`src/hw/rtl/qbez_pkg.sv`:
```
// Shared types, constants and fixed-point helpers of the Bezier point generator.
package qbez_pkg;

  localparam int STEPS   = 64;
  localparam int SB      = $clog2(STEPS);
  localparam int COORD_W = 16;
  localparam int PW      = COORD_W + SB + 2;

  localparam int QDEPTH  = 2;
  localparam int QPW     = $clog2(QDEPTH);
  localparam int QCW     = $clog2(QDEPTH + 1);

  localparam int ODEPTH  = 8;
  localparam int OPW     = $clog2(ODEPTH);
  localparam int OCW     = $clog2(ODEPTH + 1);

  typedef logic signed [COORD_W-1:0] coord_t;
  typedef logic signed [PW-1:0]      prod_t;

  typedef struct packed {
    coord_t ha_x;
    coord_t ha_y;
    coord_t b_x;
    coord_t b_y;
    coord_t hb_x;
    coord_t hb_y;
  } curve_t;

  typedef enum logic {
    BK_IDLE,
    BK_RUN
  } back_state_t;

  // floor((p + q) / 2)
  function automatic coord_t midpoint(input coord_t p, input coord_t q);
    logic signed [COORD_W:0] s;
    s = {p[COORD_W-1], p} + {q[COORD_W-1], q};
    return coord_t'(s[COORD_W:1]);
  endfunction

  // k * (q - p), exact
  function automatic prod_t mul_k(input logic [SB-1:0] k, input coord_t p, input coord_t q);
    logic signed [COORD_W:0] diff;
    prod_t kk;
    prod_t dd;
    diff = {q[COORD_W-1], q} - {p[COORD_W-1], p};
    kk   = PW'($signed({1'b0, k}));
    dd   = PW'(diff);
    return kk * dd;
  endfunction

  // p + floor(prod / STEPS); stays between the two end points
  function automatic coord_t add_shift(input coord_t p, input prod_t prod);
    prod_t s;
    s = PW'(p) + (prod >>> SB);
    return coord_t'(s[COORD_W-1:0]);
  endfunction

endpackage

```
`src/hw/rtl/quadratic_bezier_point_generator_top.sv`:
```
// Top level of the quadratic Bezier point generator.
//
//   channel   handshake       payload
//   input     push / full     point_a_x .. point_c_y  (one curve)
//   result    empty / pop     out_x, out_y, last_point (64 per curve)
//
// The point generator loads a curve from the queue, then gives one point per cycle
// while the result side has room for it.
// The front end and a 2-deep curve queue take new curves while a curve is stepped.
// A stalled result side stops the stepper once the points held in the 8-entry
// result FIFO and in the three pipeline stages reach eight; nothing is dropped.
// rst clears all control state.
module quadratic_bezier_point_generator_top (
  input  logic             clk,
  input  logic             rst,
  input  logic             push,
  output logic             full,
  input  qbez_pkg::coord_t point_a_x,
  input  qbez_pkg::coord_t point_a_y,
  input  qbez_pkg::coord_t point_b_x,
  input  qbez_pkg::coord_t point_b_y,
  input  qbez_pkg::coord_t point_c_x,
  input  qbez_pkg::coord_t point_c_y,
  output logic             empty,
  input  logic             pop,
  output qbez_pkg::coord_t out_x,
  output qbez_pkg::coord_t out_y,
  output logic             last_point
);
  import qbez_pkg::*;

  logic   fq_push;
  curve_t fq_data;
  logic   fq_full;
  logic   qb_pop;
  curve_t qb_data;
  logic   qb_empty;

  qbez_front u_front (
    .clk       (clk),
    .rst       (rst),
    .push      (push),
    .full      (full),
    .point_a_x (point_a_x),
    .point_a_y (point_a_y),
    .point_b_x (point_b_x),
    .point_b_y (point_b_y),
    .point_c_x (point_c_x),
    .point_c_y (point_c_y),
    .q_push    (fq_push),
    .q_data    (fq_data),
    .q_full    (fq_full)
  );

  qbez_queue u_queue (
    .clk   (clk),
    .rst   (rst),
    .push  (fq_push),
    .wdata (fq_data),
    .full  (fq_full),
    .pop   (qb_pop),
    .rdata (qb_data),
    .empty (qb_empty)
  );

  qbez_back u_back (
    .clk        (clk),
    .rst        (rst),
    .q_empty    (qb_empty),
    .q_data     (qb_data),
    .q_pop      (qb_pop),
    .empty      (empty),
    .pop        (pop),
    .out_x      (out_x),
    .out_y      (out_y),
    .last_point (last_point)
  );

endmodule

```
`src/hw/rtl/qbez_front.sv`:
```
// Front end: takes a point triple, forms the two midpoints, hands a curve to the queue.
module qbez_front (
  input  logic            clk,
  input  logic            rst,
  input  logic            push,
  output logic            full,
  input  qbez_pkg::coord_t point_a_x,
  input  qbez_pkg::coord_t point_a_y,
  input  qbez_pkg::coord_t point_b_x,
  input  qbez_pkg::coord_t point_b_y,
  input  qbez_pkg::coord_t point_c_x,
  input  qbez_pkg::coord_t point_c_y,
  output logic            q_push,
  output qbez_pkg::curve_t q_data,
  input  logic            q_full
);
  import qbez_pkg::*;

  logic   hold_valid;
  curve_t hold;
  logic   accept;

  assign full   = hold_valid && q_full;
  assign accept = push && !full;
  assign q_push = hold_valid && !q_full;
  assign q_data = hold;

  always_ff @(posedge clk) begin
    if (rst) begin
      hold_valid <= 1'b0;
    end else if (accept) begin
      hold_valid <= 1'b1;
    end else if (q_push) begin
      hold_valid <= 1'b0;
    end
  end

  always_ff @(posedge clk) begin
    if (accept) begin
      hold.ha_x <= midpoint(point_a_x, point_b_x);
      hold.ha_y <= midpoint(point_a_y, point_b_y);
      hold.b_x  <= point_b_x;
      hold.b_y  <= point_b_y;
      hold.hb_x <= midpoint(point_b_x, point_c_x);
      hold.hb_y <= midpoint(point_b_y, point_c_y);
    end
  end

endmodule

```
`src/hw/rtl/qbez_queue.sv`:
```
// Short curve queue between the front end and the point generator.
module qbez_queue (
  input  logic             clk,
  input  logic             rst,
  input  logic             push,
  input  qbez_pkg::curve_t wdata,
  output logic             full,
  input  logic             pop,
  output qbez_pkg::curve_t rdata,
  output logic             empty
);
  import qbez_pkg::*;

  curve_t           mem [QDEPTH];
  logic [QPW-1:0]   wptr;
  logic [QPW-1:0]   rptr;
  logic [QCW-1:0]   cnt;
  logic             do_push;
  logic             do_pop;

  assign full    = (cnt == QCW'(QDEPTH));
  assign empty   = (cnt == '0);
  assign do_push = push && !full;
  assign do_pop  = pop && !empty;
  assign rdata   = mem[rptr];

  always_ff @(posedge clk) begin
    if (rst) begin
      wptr <= '0;
      rptr <= '0;
      cnt  <= '0;
    end else begin
      if (do_push) begin
        wptr <= (wptr == QPW'(QDEPTH - 1)) ? '0 : wptr + 1'b1;
      end
      if (do_pop) begin
        rptr <= (rptr == QPW'(QDEPTH - 1)) ? '0 : rptr + 1'b1;
      end
      cnt <= cnt + QCW'(do_push) - QCW'(do_pop);
    end
  end

  always_ff @(posedge clk) begin
    if (do_push) begin
      mem[wptr] <= wdata;
    end
  end

endmodule

```
`src/hw/rtl/qbez_back.sv`:
```
// Back end: steps t over one curve, three-stage de Casteljau pipeline, result FIFO.
module qbez_back (
  input  logic             clk,
  input  logic             rst,
  input  logic             q_empty,
  input  qbez_pkg::curve_t q_data,
  output logic             q_pop,
  output logic             empty,
  input  logic             pop,
  output qbez_pkg::coord_t out_x,
  output qbez_pkg::coord_t out_y,
  output logic             last_point
);
  import qbez_pkg::*;

  back_state_t    state;
  back_state_t    state_next;
  logic [SB-1:0]  k;
  curve_t         cur;
  logic           issue_ok;
  logic           issue;
  logic           issue_last;

  // stage 1: first-level products
  logic           s1v, s1last;
  logic [SB-1:0]  s1k;
  coord_t         s1_ha_x, s1_ha_y, s1_b_x, s1_b_y;
  prod_t          s1_p0x, s1_p0y, s1_p1x, s1_p1y;
  // stage 2: first-level points
  logic           s2v, s2last;
  logic [SB-1:0]  s2k;
  coord_t         s2_d0x, s2_d0y, s2_d1x, s2_d1y;
  // stage 3: second-level product
  logic           s3v, s3last;
  coord_t         s3_d0x, s3_d0y;
  prod_t          s3_px, s3_py;

  // result FIFO
  coord_t         of_x [ODEPTH];
  coord_t         of_y [ODEPTH];
  logic           of_l [ODEPTH];
  logic [OPW-1:0] owptr, orptr;
  logic [OCW-1:0] ocnt;
  logic [OCW:0]   room_need;
  logic           do_pop;

  // never issue a step unless the FIFO has a slot for it and for all in flight
  always_comb begin
    room_need = (OCW+1)'(ocnt) + (OCW+1)'(s1v) + (OCW+1)'(s2v) + (OCW+1)'(s3v)
                + (OCW+1)'(1);
    issue_ok  = (room_need <= (OCW+1)'(ODEPTH));
  end

  always_comb begin
    state_next = state;
    unique case (state)
      BK_IDLE: begin
        if (!q_empty) state_next = BK_RUN;
      end
      BK_RUN: begin
        if (issue_ok && (k == SB'(STEPS - 1))) state_next = BK_IDLE;
      end
      default: state_next = BK_IDLE;
    endcase
  end

  always_comb begin
    q_pop = 1'b0;
    issue = 1'b0;
    unique case (state)
      BK_IDLE: q_pop = !q_empty;
      BK_RUN:  issue = issue_ok;
      default: begin
        q_pop = 1'b0;
        issue = 1'b0;
      end
    endcase
  end

  assign issue_last = (k == SB'(STEPS - 1));

  always_ff @(posedge clk) begin
    if (rst) begin
      state <= BK_IDLE;
      k     <= '0;
    end else begin
      state <= state_next;
      if (q_pop) begin
        k <= '0;
      end else if (issue) begin
        k <= issue_last ? '0 : k + 1'b1;
      end
    end
  end

  always_ff @(posedge clk) begin
    if (q_pop) cur <= q_data;
  end

  // pipeline valid bits
  always_ff @(posedge clk) begin
    if (rst) begin
      s1v <= 1'b0;
      s2v <= 1'b0;
      s3v <= 1'b0;
    end else begin
      s1v <= issue;
      s2v <= s1v;
      s3v <= s2v;
    end
  end

  always_ff @(posedge clk) begin
    s1last  <= issue_last;
    s1k     <= k;
    s1_ha_x <= cur.ha_x;
    s1_ha_y <= cur.ha_y;
    s1_b_x  <= cur.b_x;
    s1_b_y  <= cur.b_y;
    s1_p0x  <= mul_k(k, cur.ha_x, cur.b_x);
    s1_p0y  <= mul_k(k, cur.ha_y, cur.b_y);
    s1_p1x  <= mul_k(k, cur.b_x, cur.hb_x);
    s1_p1y  <= mul_k(k, cur.b_y, cur.hb_y);

    s2last  <= s1last;
    s2k     <= s1k;
    s2_d0x  <= add_shift(s1_ha_x, s1_p0x);
    s2_d0y  <= add_shift(s1_ha_y, s1_p0y);
    s2_d1x  <= add_shift(s1_b_x, s1_p1x);
    s2_d1y  <= add_shift(s1_b_y, s1_p1y);

    s3last  <= s2last;
    s3_d0x  <= s2_d0x;
    s3_d0y  <= s2_d0y;
    s3_px   <= mul_k(s2k, s2_d0x, s2_d1x);
    s3_py   <= mul_k(s2k, s2_d0y, s2_d1y);
  end

  assign empty      = (ocnt == '0);
  assign do_pop     = pop && !empty;
  assign out_x      = of_x[orptr];
  assign out_y      = of_y[orptr];
  assign last_point = of_l[orptr];

  always_ff @(posedge clk) begin
    if (rst) begin
      owptr <= '0;
      orptr <= '0;
      ocnt  <= '0;
    end else begin
      if (s3v) owptr <= (owptr == OPW'(ODEPTH - 1)) ? '0 : owptr + 1'b1;
      if (do_pop) orptr <= (orptr == OPW'(ODEPTH - 1)) ? '0 : orptr + 1'b1;
      ocnt <= ocnt + OCW'(s3v) - OCW'(do_pop);
    end
  end

  always_ff @(posedge clk) begin
    if (s3v) begin
      of_x[owptr] <= add_shift(s3_d0x, s3_px);
      of_y[owptr] <= add_shift(s3_d0y, s3_py);
      of_l[owptr] <= s3last;
    end
  end

endmodule

```
`config.mk`:
```
export PLATFORM = sky130hd
export DESIGN_NAME = quadratic_bezier_point_generator_top
export DESIGN_NICKNAME = d
export VERILOG_FILES = /design/src/hw/rtl/qbez_pkg.sv /design/src/hw/rtl/quadratic_bezier_point_generator_top.sv /design/src/hw/rtl/qbez_front.sv /design/src/hw/rtl/qbez_queue.sv /design/src/hw/rtl/qbez_back.sv
export SDC_FILE = /design/constraint.sdc
export NUM_CORES = 2
export LEC_CHECK = 0
export BUFFER_PORTS_ARGS = -buffer_cell sky130_fd_sc_hd__buf_2
export CORE_MARGIN = 3
export CORE_UTILIZATION = 50
export DETAILED_ROUTE_END_ITERATION = 10
export PLACE_DENSITY_LB_ADDON = 0.1
export SYNTH_ARGS = -nofsm -noshare
export SYNTH_HDL_FRONTEND = slang
export SYNTH_SLANG_ARGS = --single-unit
```
`constraint.sdc`:
```
create_clock -name clk -period 7.3 [get_ports clk]
set_input_delay 1.46 -clock clk [delete_from_list [all_inputs] [get_ports clk]]
set_output_delay 1.46 -clock clk [all_outputs]
set_load 0.02 [all_outputs]
```
==> results.txt <==
cell-internal power = 14.3 mW
RR Endpoint = u_back.s1_p0y[21]$_DFF_P_
first-pass GRT wire length = 198,000 µm
vias in the first global route = 38,800
R2R Setup Slk = 0.47 ns
crit end category = flop
pin count of the biggest net entering global routing = 76
# port buffers = 134
remaining antenna violation count after routing = 0
Cell Area, Synth = 0.0608 mm²
Final Hold Vio Count = 0
slew of the pin with the lowest slew margin = 1.11 ns
part of the power in the clock network = 0.208
crit-path max FO = 6
outcome = complete, no violations
Worst Slack Setup Final = 0.465 ns
Peak Freq = 146 MHz
PwrDens = 353 mW/mm²
routed via count = 37,800
Worst IR Drop VDD = 0.188 mV
total grt overflow = 0
Sink Count = 947
top cells by count, synth = inv_1, edfxtp_1, ha_1
Remaining DRCs = 0
CP startpoint kind = flop
HPWL after DPL = 91,200 µm
Yosys top cell area share = 0.320
starting DRC count in detailed routing = 1,634
initial antenna violation count = 1
count leader, synth = inv_1
# fillers = 10,400
CTS root buf = clkbuf_16
drt wl/cell = 16.8 µm
initial core utilization = 0.505
Die W = 355 µm
setup violators final = 0
Main synth FF type = edfxtp_1
Tot Pwr = 23.6 mW
CTS tree = done
layout cells sized above 1 = 0.111
clk slew on worst S/H paths = 0.06 ns
Rows = 127
Seq pwr share = 0.349
Yosys top cell by area = edfxtp_1
post-layout min period = 6.83 ns
Mean Syn Cell Area = 11.4 µm²
logic gate share of total power = 0.443
Area contributors post-synth = edfxtp_1, fa_1, ha_1, dfxtp_1, inv_1
Crit Path Class = flop to flop
Fin Setup TNS = 0 ns
layout net count = 6,503
Pleak = 29.1 nW
Layout area overhead = 9.98%
worst reg2reg path depth = 24
diode count = 0
insertion delay to the later sink of the worst-skew pair = 0.67 ns
Total Wirelength = 121,000 µm
H-tree depth = 3
Net Sw Frac = 0.393
die area = 0.126 mm²
Via density = 5.26
Num CTS Buffers = 97
worst path required time = 7.85 ns
Post-synth EDFFs = 648
Final Cycle Share = 0.936
#FFs+latches synth = 947
Total GRT Usage = 0.195
hold path endpoint = u_back.s2k[2]$_DFF_P_
Placement Setup Slack = 0.154 ns
Max-slew headroom = 0.262
skew final = 0.0268 ns
Worst EP arrival = 7.39 ns
hold wc startpoint = u_back.s1k[2]$_DFF_P_
Net Sw Power = 9.29 mW
IO Pins = 135
clock buffer depth = 3
Synth warnings = 0
max_cap viols = 0
RSZ-0062 raised after global routing = yes
asr flop ratio synth = 0
sequential share of the synthesized area = 0.419
Core ar. = 0.120 mm²
Routability Congestion = 0.839
Hold Path Stages = 0
Reg2Reg Launch Point = u_back.cur[33]$_DFFE_PP_
drt first pass iters = 8
Hold Path Class = flop to flop
Yosys cell types = 83
syn nets = 6,335
die height = 355 µm
Mapped Cells = 5,319
pins over their slew limit = 0
==> metrics by stage <==
step	util	std cells	hold WS (ns)	area, µm²
6_report	0.556	7177	0.325	66800
5_1_grt	0.556	7177	0.339	66800
4_1_cts	0.555	7177	0.322	66700
3_5_place_dp	0.528	7000	0.312	63600
3_3_place_gp	0.528	7000	0.311	63600
2_1_floorplan	-	5319	0.310	60800
==> cells in the final DEF, fill, tap and decap left out, types with 99 or more instances in the layout <==
| cell | netlist | final |
|---|---|---|
| a21oi_1 | 148 | 147 |
| and2_1 | 397 | 397 |
| buf_2 | 3 | 134 |
| clkbuf_16 | 0 | 99 |
| dfxtp_1 | 299 | 289 |
| edfxtp_1 | 648 | 648 |
| fa_1 | 409 | 409 |
| ha_1 | 507 | 507 |
| inv_1 | 717 | 717 |
| mux2_2 | 129 | 129 |
| nand2_1 | 292 | 292 |
| nand3_1 | 105 | 105 |
| nor2_1 | 261 | 253 |
| o21ai_0 | 109 | 106 |
| xnor2_1 | 222 | 216 |
==> critical path: stages, from the launching register on <==
cell and delay, ns:
edfxtp_1 0.48, ha_1 0.32, nor2b_1 0.12, o21ai_0 0.20
a21boi_0 0.19, o211ai_1 0.26, a21oi_1 0.19, a2111oi_1 0.50
xnor2_1 0.32, and2_1 0.22, fa_1 0.44, fa_1 0.52
fa_1 0.49, inv_1 0.05, fa_1 0.47, inv_1 0.04
ha_1 0.33, a41o_1 0.23, a21oi_1 0.13, o31a_1 0.22
o21ai_1 0.14, o41a_1 0.38, a21o_1 0.22, a21oi_1 0.17
xnor2_1 0.09
==> power by group through the flow <==
stage	Sequential [mW]	Combinational (mW)	Clock, mW
floorplan	7.99	7.44	0
global placement	8.34	10.2	0
detailed placement	8.36	10.4	0
CTS	8.26	10.4	5.09
global route	8.36	11.8	5.29
finish	8.24	10.5	4.92
==> how the worst max path moves through the flow <==
stage	depth (start not counted)	slack, ns	from	endpoint
final	24	0.47	u_back.cur[33]$_DFFE_PP_	u_back.s1_p0y[21]$_DFF_P_
after CTS	28	0.14	u_back.s2_d1x[0]$_DFF_P_	u_back.s3_px[21]$_DFF_P_
after detailed placement	28	0.15	u_back.s2_d1x[0]$_DFF_P_	u_back.s3_px[21]$_DFF_P_
after floorplan	26	0.77	u_back.s2_d0y[1]$_DFF_P_	u_back.s3_py[21]$_DFF_P_
after global placement	28	0.29	u_back.s2_d1x[0]$_DFF_P_	u_back.s3_px[21]$_DFF_P_
after global routing	28	-0.003	u_back.s2_d1x[0]$_DFF_P_	u_back.s3_px[21]$_DFF_P_
==> cell type report <==
type,instances,area [µm²],area share
Clock buffer,123,2600,0.0389
Tap cell,1612,2020,0.0302
Timing Repair Buffer,200,1170,0.0174
Multi-Input combinational cell,3523,32300,0.484
Clock inverter,54,564,0.00844
Inverter,718,2700,0.0403
Sequential cell,947,25500,0.381
==> state kept, by name, summed over array words and instances, names as in the netlist, 96 cells and up, named ones only <==
register and count:
u_front.q_data 96, u_back.cur 96, u_back.of_y 128, u_back.of_x 128, u_queue.mem 192
==> what timing repair did <==
action | 4_1_cts | 5_1_grt
endpoints found under the setup margin | 0 | 8
buffers inserted | 0 | 0
hold buffers | 0 | 0
gates resized for setup | 0 | 23
==> per-layer routing <==
layer / part of all wire / GRT usage / up-vias / wire length [µm]
met1: 0.47 / 0.264 / 18600 / 56500
li1: - / - / 18500 / -
met3: 0.034 / 0.0235 / 160 / 4050
met2: 0.47 / 0.331 / 518 / 57200
met5: 0 / 0 / - / 0
met4: 0.024 / 0.0528 / 0 / 2850
==> cells by family (layout without fill, tap and decap cells) <==
kind of cell,Yosys count,after routing,synth area share
compound gates,630,630,0.0701
xor+xnor,291,291,0.0424
fa+ha+maj,916,916,0.239
buf+inv,849,1095,0.0526
flops,947,947,0.419
mux,199,199,0.0490
simple gates,1487,1487,0.128
No activity file was read; power rests on OpenSTA's default activity.
